==> config.mk <==
export PLATFORM = sky130hd
export DESIGN_NAME = gamepad_hotkey_autofire_core_flat
export DESIGN_NICKNAME = d
export VERILOG_FILES = /design/src/rtl/core/ghk_pkg.sv /design/src/rtl/core/ghk_chan_if.sv /design/src/rtl/core/ghk_pad_decode.sv /design/src/rtl/core/gamepad_hotkey_autofire_core.sv /design/src/flat_wrapper.sv
export SDC_FILE = /design/constraint.sdc
export NUM_CORES = 1
export LEC_CHECK = 0
export ABC_AREA = 1
export BUFFER_PORTS_ARGS = -buffer_cell sky130_fd_sc_hd__buf_2
export CAP_MARGIN = 20
export CORE_MARGIN = 4
export CORE_UTILIZATION = 45
export CTS_CLUSTER_DIAMETER = 60
export DETAILED_ROUTE_END_ITERATION = 8
export PLACE_DENSITY = 0.72
export REMOVE_ABC_BUFFERS = 1
export SETUP_SLACK_MARGIN = 0.3
export SLEW_MARGIN = 20
export SYNTH_ARGS = -nofsm -noshare
export SYNTH_HDL_FRONTEND = slang
export SYNTH_HIERARCHICAL = 1
export SYNTH_SLANG_ARGS = --single-unit
==> constraint.sdc <==
create_clock -name clk_i -period 1.6 [get_ports clk_i]
set_input_delay 0.08 -clock clk_i [delete_from_list [all_inputs] [get_ports clk_i]]
set_output_delay 0.08 -clock clk_i [all_outputs]
set_load 0.02 [all_outputs]
==> src/rtl/core/ghk_pkg.sv <==
// ----------------------------------------------------------------------------
// ghk_pkg
// Button bit positions, hotkey decode struct and screen mode helper for the
// gamepad hotkey and autofire core.
// ----------------------------------------------------------------------------
package ghk_pkg;

  // button bit positions within a pad word
  localparam int unsigned BtnA      = 0;
  localparam int unsigned BtnB      = 1;
  localparam int unsigned BtnSelect = 2;
  localparam int unsigned BtnStart  = 3;
  localparam int unsigned BtnUp     = 4;
  localparam int unsigned BtnDown   = 5;
  localparam int unsigned BtnLeft   = 6;
  localparam int unsigned BtnRight  = 7;

  localparam int unsigned PadWidth  = 8;
  localparam int unsigned MaskWidth = 2;
  localparam int unsigned ModeWidth = 2;
  localparam int unsigned StepWidth = 3;

  typedef logic [PadWidth-1:0]  pad_word_t;
  typedef logic [MaskWidth-1:0] af_mask_t;
  typedef logic [ModeWidth-1:0] scr_mode_t;

  // hotkey actions decoded from one pad in one poll
  typedef struct packed {
    logic     step_back;
    logic     step_fwd;
    logic     req;
    af_mask_t mask_toggle;
    logic     mode_up;
    logic     mode_down;
  } hotkey_t;

  // up steps the mode back, otherwise down steps it forward
  function automatic scr_mode_t next_mode(scr_mode_t mode, hotkey_t hk);
    scr_mode_t res;
    res = mode;
    if (hk.mode_up) begin
      res = mode - scr_mode_t'(1);
    end else if (hk.mode_down) begin
      res = mode + scr_mode_t'(1);
    end
    return res;
  endfunction

endpackage

==> src/rtl/core/ghk_chan_if.sv <==
// ----------------------------------------------------------------------------
// ghk channel interfaces
// Valid/ready channels for the poll items and the result items.
// ----------------------------------------------------------------------------
interface ghk_poll_if;
  logic                 valid;
  logic                 ready;
  ghk_pkg::pad_word_t   pad_one_raw;
  ghk_pkg::pad_word_t   pad_two_raw;

  modport source (output valid, output pad_one_raw, output pad_two_raw, input ready);
  modport sink   (input valid, input pad_one_raw, input pad_two_raw, output ready);
endinterface

interface ghk_result_if;
  logic                 valid;
  logic                 ready;
  ghk_pkg::pad_word_t   pad_one_out;
  ghk_pkg::pad_word_t   pad_two_out;
  logic                 quit_request;
  logic                 save_request;
  logic signed [2:0]    rom_step;
  ghk_pkg::scr_mode_t   mode_now;
  logic                 scanline_on;
  logic                 scale_eight_seven;

  modport source (
    output valid, output pad_one_out, output pad_two_out, output quit_request,
    output save_request, output rom_step, output mode_now, output scanline_on,
    output scale_eight_seven, input ready
  );
  modport sink (
    input valid, input pad_one_out, input pad_two_out, input quit_request,
    input save_request, input rom_step, input mode_now, input scanline_on,
    input scale_eight_seven, output ready
  );
endinterface

==> src/rtl/core/ghk_pad_decode.sv <==
// ----------------------------------------------------------------------------
// ghk_pad_decode
// Per-pad autofire masking and select-hotkey edge decode.
// ----------------------------------------------------------------------------
module ghk_pad_decode (
  input  ghk_pkg::pad_word_t now_i,
  input  ghk_pkg::pad_word_t prev_i,
  input  ghk_pkg::af_mask_t  mask_i,
  input  logic               fire_phase_i,
  output ghk_pkg::pad_word_t shown_o,
  output ghk_pkg::hotkey_t   hotkey_o
);
  import ghk_pkg::*;

  pad_word_t fresh;
  logic      sel;

  // newly pressed buttons
  assign fresh = now_i & ~prev_i;
  assign sel   = now_i[BtnSelect];

  // masked buttons drop out during the off half of the autofire cycle
  assign shown_o = fire_phase_i ? (now_i & ~{{(PadWidth-MaskWidth){1'b0}}, mask_i}) : now_i;

  always_comb begin
    hotkey_o.step_back   = sel & fresh[BtnLeft];
    hotkey_o.step_fwd    = sel & fresh[BtnRight];
    hotkey_o.req         = sel & (fresh[BtnLeft] | fresh[BtnRight] | fresh[BtnStart]);
    hotkey_o.mask_toggle = {sel & fresh[BtnB], sel & fresh[BtnA]};
    hotkey_o.mode_up     = sel & fresh[BtnUp];
    hotkey_o.mode_down   = sel & fresh[BtnDown];
  end

endmodule

==> src/rtl/core/gamepad_hotkey_autofire_core.sv <==
// ----------------------------------------------------------------------------
// gamepad_hotkey_autofire_core
// Autofire masking and select hotkeys for two gamepads.
// ----------------------------------------------------------------------------
// Usage:
//   poll_i carries one item per poll: the raw button words of both pads.
//   result_o carries one item per poll: the masked pad words, the save and
//   quit requests, the net rom step and the screen mode after the poll.
//   An item is accepted when valid and ready are high at a rising edge.
//   The result of an item sits in the output register in the cycle after it
//   is accepted. Throughput is one item per cycle while the receiver takes
//   results; the pad history, autofire masks, poll counter and screen mode
//   all update in the accept cycle, so the next item can follow at once.
//   While the receiver stalls with a result held, poll_i.ready stays low;
//   it rises in the cycle the held result is taken.
//   Reset clears the pad history, the autofire masks, the poll counter and
//   the screen mode (scanlines, 8:7), and empties the output register.
// ----------------------------------------------------------------------------
module gamepad_hotkey_autofire_core (
  input  logic         clk_i,
  input  logic         rst_ni,
  ghk_poll_if.sink     poll_i,
  ghk_result_if.source result_o
);
  import ghk_pkg::*;

  pad_word_t         prev_q [2];
  pad_word_t         prev_d [2];
  af_mask_t          mask_q [2];
  af_mask_t          mask_d [2];
  logic [1:0]        cnt_q, cnt_d;
  scr_mode_t         mode_q, mode_d, mode_mid;
  logic              accept;

  pad_word_t         shown [2];
  hotkey_t           hk [2];
  pad_word_t         raw [2];
  logic signed [StepWidth-1:0] step;

  logic              out_valid_q;
  pad_word_t         out_one_q, out_two_q;
  logic              out_req_q;
  logic signed [StepWidth-1:0] out_step_q;
  scr_mode_t         out_mode_q;

  assign raw[0] = poll_i.pad_one_raw;
  assign raw[1] = poll_i.pad_two_raw;

  assign poll_i.ready = !out_valid_q || result_o.ready;
  assign accept       = poll_i.valid && poll_i.ready;

  assign cnt_d = cnt_q + 2'd1;

  for (genvar k = 0; k < 2; k++) begin : g_pad
    ghk_pad_decode u_dec (
      .now_i        (raw[k]),
      .prev_i       (prev_q[k]),
      .mask_i       (mask_q[k]),
      .fire_phase_i (cnt_d[1]),
      .shown_o      (shown[k]),
      .hotkey_o     (hk[k])
    );
    assign prev_d[k] = raw[k];
    assign mask_d[k] = mask_q[k] ^ hk[k].mask_toggle;
  end

  // pad one acts on the mode before pad two
  assign mode_mid = next_mode(mode_q, hk[0]);
  assign mode_d   = next_mode(mode_mid, hk[1]);

  assign step = StepWidth'(hk[0].step_fwd) + StepWidth'(hk[1].step_fwd)
              - StepWidth'(hk[0].step_back) - StepWidth'(hk[1].step_back);

  always_ff @(posedge clk_i or negedge rst_ni) begin
    if (!rst_ni) begin
      prev_q[0] <= '0;
      prev_q[1] <= '0;
      mask_q[0] <= '0;
      mask_q[1] <= '0;
      cnt_q     <= '0;
      mode_q    <= '0;
    end else if (accept) begin
      prev_q[0] <= prev_d[0];
      prev_q[1] <= prev_d[1];
      mask_q[0] <= mask_d[0];
      mask_q[1] <= mask_d[1];
      cnt_q     <= cnt_d;
      mode_q    <= mode_d;
    end
  end

  always_ff @(posedge clk_i or negedge rst_ni) begin
    if (!rst_ni) begin
      out_valid_q <= 1'b0;
    end else if (accept) begin
      out_valid_q <= 1'b1;
    end else if (result_o.ready) begin
      out_valid_q <= 1'b0;
    end
  end

  always_ff @(posedge clk_i) begin
    if (accept) begin
      out_one_q  <= shown[0];
      out_two_q  <= shown[1];
      out_req_q  <= hk[0].req | hk[1].req;
      out_step_q <= step;
      out_mode_q <= mode_d;
    end
  end

  assign result_o.valid             = out_valid_q;
  assign result_o.pad_one_out       = out_one_q;
  assign result_o.pad_two_out       = out_two_q;
  assign result_o.quit_request      = out_req_q;
  assign result_o.save_request      = out_req_q;
  assign result_o.rom_step          = out_step_q;
  assign result_o.mode_now          = out_mode_q;
  assign result_o.scanline_on       = ~out_mode_q[0];
  assign result_o.scale_eight_seven = ~out_mode_q[1];

  // a nonzero rom step always comes with a request
  assert property (@(posedge clk_i) disable iff (!rst_ni)
    out_valid_q && (out_step_q != '0) |-> out_req_q)
    else $error("rom step without save request");

  // the step stays within two presses either way
  assert property (@(posedge clk_i) disable iff (!rst_ni)
    out_valid_q |-> (out_step_q != 3'sd3) && (out_step_q != -3'sd3)
                 && (out_step_q != -3'sd4))
    else $error("rom step out of range");

  // the poll counter advances once per accepted item and holds otherwise
  assert property (@(posedge clk_i) disable iff (!rst_ni)
    accept |=> cnt_q == $past(cnt_q) + 2'd1)
    else $error("poll counter did not advance");

  assert property (@(posedge clk_i) disable iff (!rst_ni)
    !accept |=> $stable(cnt_q) && $stable(mode_q))
    else $error("state changed without an item");

  // the reported mode is the live mode while the result is held
  assert property (@(posedge clk_i) disable iff (!rst_ni)
    out_valid_q |-> out_mode_q == mode_q)
    else $error("reported mode differs from live mode");

endmodule

==> src/flat_wrapper.sv <==
// flat-port wrapper written by rule: the top's interface ports become plain ports
module gamepad_hotkey_autofire_core_flat import ghk_pkg::*;
  (clk_i, rst_ni, poll_i_valid, poll_i_pad_one_raw, poll_i_pad_two_raw, poll_i_ready, result_o_valid, result_o_pad_one_out, result_o_pad_two_out, result_o_quit_request, result_o_save_request, result_o_rom_step, result_o_mode_now, result_o_scanline_on, result_o_scale_eight_seven, result_o_ready);
  ghk_poll_if poll_i_i ();
  ghk_result_if result_o_i ();
  input  logic clk_i;
  input  logic rst_ni;
  input wire logic [$bits(poll_i_i.valid)-1:0] poll_i_valid;
  input wire logic [$bits(poll_i_i.pad_one_raw)-1:0] poll_i_pad_one_raw;
  input wire logic [$bits(poll_i_i.pad_two_raw)-1:0] poll_i_pad_two_raw;
  output wire logic [$bits(poll_i_i.ready)-1:0] poll_i_ready;
  output wire logic [$bits(result_o_i.valid)-1:0] result_o_valid;
  output wire logic [$bits(result_o_i.pad_one_out)-1:0] result_o_pad_one_out;
  output wire logic [$bits(result_o_i.pad_two_out)-1:0] result_o_pad_two_out;
  output wire logic [$bits(result_o_i.quit_request)-1:0] result_o_quit_request;
  output wire logic [$bits(result_o_i.save_request)-1:0] result_o_save_request;
  output wire logic [$bits(result_o_i.rom_step)-1:0] result_o_rom_step;
  output wire logic [$bits(result_o_i.mode_now)-1:0] result_o_mode_now;
  output wire logic [$bits(result_o_i.scanline_on)-1:0] result_o_scanline_on;
  output wire logic [$bits(result_o_i.scale_eight_seven)-1:0] result_o_scale_eight_seven;
  input wire logic [$bits(result_o_i.ready)-1:0] result_o_ready;
  assign poll_i_i.valid = poll_i_valid;
  assign poll_i_i.pad_one_raw = poll_i_pad_one_raw;
  assign poll_i_i.pad_two_raw = poll_i_pad_two_raw;
  assign poll_i_ready = poll_i_i.ready;
  assign result_o_valid = result_o_i.valid;
  assign result_o_pad_one_out = result_o_i.pad_one_out;
  assign result_o_pad_two_out = result_o_i.pad_two_out;
  assign result_o_quit_request = result_o_i.quit_request;
  assign result_o_save_request = result_o_i.save_request;
  assign result_o_rom_step = result_o_i.rom_step;
  assign result_o_mode_now = result_o_i.mode_now;
  assign result_o_scanline_on = result_o_i.scanline_on;
  assign result_o_scale_eight_seven = result_o_i.scale_eight_seven;
  assign result_o_i.ready = result_o_ready;
  gamepad_hotkey_autofire_core u_core (.clk_i(clk_i), .rst_ni(rst_ni), .poll_i(poll_i_i), .result_o(result_o_i));
endmodule
==> summary.txt <==
Buf/Inv on CP - 5
# IOs - 47
worst-skew pair later-pin latency - 0.30 ns
# diodes - 0
vias in the first global route - 1371
most frequent cells in the layout - 69 x nand2_1, 46 x buf_2, 23 x dfrtp_1
outcome - complete, but fails checks
Syn Area/Cell - 9.97 um2
Max-Cap Viols - 0
critical path cell sequence - inv_1 -> nand3_2 -> inv_2 -> inv_2 -> fa_1 -> ha_2 -> inv_2 -> ha_4 -> inv_2
HP Class - in2reg
CP delay by family, top - adder cells
commonest non-fill, non-tap cell in the layout - nand2_1
worst hold slack - 0.0122 ns
Slew @ Worst Pin - 0.526 ns
slowest CP cell - fa_1
PwrDens - 1240 mW/mm2
Crit Path Class - reg2reg
NumNets Final - 287
largest net degree at the start of global routing - 30
sequential share of power - 49.7%
Die Y - 75.2 um
routed wire length - 3960 um
grt ovf - 0
share of layout cells above drive strength 1 - 34.3%
I/O Buffers - 46
sw frac - 31.7%
Pins Over Slew Limit - 0
Comb power frac - 27.8%
initial antenna violation count - 0
Tot Pwr - 3.22 mW
antenna viol nets, final - 0
Worst Setup Slack, final - -0.286 ns
Die W - 75.2 um
CP arrival - 1.96 ns
clock buffer depth - 2
period utilization - 118%
Vias - 1457
peak supply drop - 0.549 mV
DIE AREA - 0.00566 mm2
startpoint types - flip-flop
CTS tree - built
Post-Syn Instances - 204
H-tree levels - 2
first-pass GRT wire length - 6300 um
CTS Sinks - 45
area of the mapped netlist - 0.00203 mm2
CP Max Fanout - 2
drt wl/cell - 12.5 um
Setup TNS - -0.516 ns
row cnt - 24
DR pass1 iterations - 4
crit path capture type - flip-flop
Initial DRC Count - 116
fmax - 0.530 GHz
Final setup viols - 3
Internal - 2.20 mW
DR DRC count - 0
Clock transition at path regs - 0.09 ns
final hold violation count - 0
clk root buf - clkbuf_8
Tot GR Track Use - 15.1%
placed wire-length estimate - 2560 um
Layout Skew - 0.00673 ns
Synth Warn # - 6
switching pwr - 1.02 mW
Area growth syn-to-layout - 27.8%
Placer Congestion - 0.701
minimum clock period - 1.89 ns
CP dominant cell by count - inv_2
core area - 0.00435 mm2
TritonCTS Buffers - 5
Slew HR - 64.9%
RSZ-0062 raised after global routing - true
internal reg-to-reg setup slack - -0.29 ns
Vias/cell - 4.60
Initial Utilization - 46.7%
Worst Path Required - 1.67 ns
failing checks - negative setup slack
CP max stage delay - 0.54 ns
Clk network pwr share - 22.5%
P_leak - 1.28 nW
-- worst min-delay path: stages --
cell and delay [ns]:
buf_2 0.09, nand2_1 0.05, nand2_1 0.05
-- through the flow --
step / area [um2] / worst slack (ns) / utilization (%) / instances
2_1_floorplan: 1910 / -0.344 / - / 187
3_3_place_gp: 2270 / -0.201 / 52.1 / 292
3_5_place_dp: 2270 / -0.296 / 52.1 / 292
4_1_cts: 2550 / -0.265 / 58.6 / 315
5_1_grt: 2600 / -0.325 / 59.7 / 317
6_report: 2600 / -0.286 / 59.7 / 317
-- path summary, 6_finish.rpt --
check / from / to / depth (start not counted)
worst min register to register: u_core/mask_q[3] / u_core/mask_q[3] / 1
worst max register to register: u_core/prev_q[14] / u_core/result_o.rom_step[1] / 9
min in group asynchronous: rst_ni / u_core/prev_q[7] / 2
worst min-delay path: poll_i_pad_one_raw[5] / u_core/prev_q[13] / 3
max in group asynchronous: rst_ni / u_core/mode_q[1] / 2
worst max-delay path: u_core/prev_q[14] / u_core/result_o.rom_step[1] / 9
-- metal layers --
metal / share of wire, % / up-vias / wire length, um / track usage, %
met5: 0 / - / 0 / 0
met4: 1.3 / 0 / 50 / 4.08
met3: 7.1 / 6 / 280 / 4.27
met2: 48 / 47 / 1890 / 24.6
met1: 44 / 669 / 1740 / 19.9
li1: - / 735 / - / -
-- flip-flops by register name, indices dropped and copies added (netlist names) --
name,flops
u_core/result_o.rom_step,3
u_core/cnt_q,2
u_core/result_o.quit_request,1
u_core/result_o.mode_now,2
u_core/mode_q,2
u_core/mask_q,4
u_core/result_o.pad_two_out,8
u_core/result_o.pad_one_out,8
u_core/prev_q,14
u_core/result_o.valid,1
-- cell type report --
class | count | area, um2
fill | 372 | 1750
sequential | 45 | 1240
multi-input combinational | 113 | 632
timing repair buffer | 70 | 464
inverter | 29 | 109
clock buffer | 7 | 86.3
tap | 52 | 65.1
clock inverter | 1 | 7.51
-- power by group through the flow --
stage	Combinational (mW)	Sequential (mW)	Clock (mW)
after global placement	0.749	1.60	0
after CTS	0.824	1.60	0.752
after floorplan	0.440	1.68	0
final	0.893	1.60	0.725
after global routing	0.996	1.63	0.808
after detailed placement	0.769	1.61	0
-- repair_timing --
action | 4_1_cts | 5_1_grt
setup buffers | 3 | 2
setup endpoints to repair | 5 | 6
pin swaps | 5 | 10
hold buffers | 12 | 0
cloned | 0 | 0
endpoints found under the hold margin | 35 | 0
gates resized for setup | 13 | 8
Note: power is estimated with default switching activity, not from simulation.
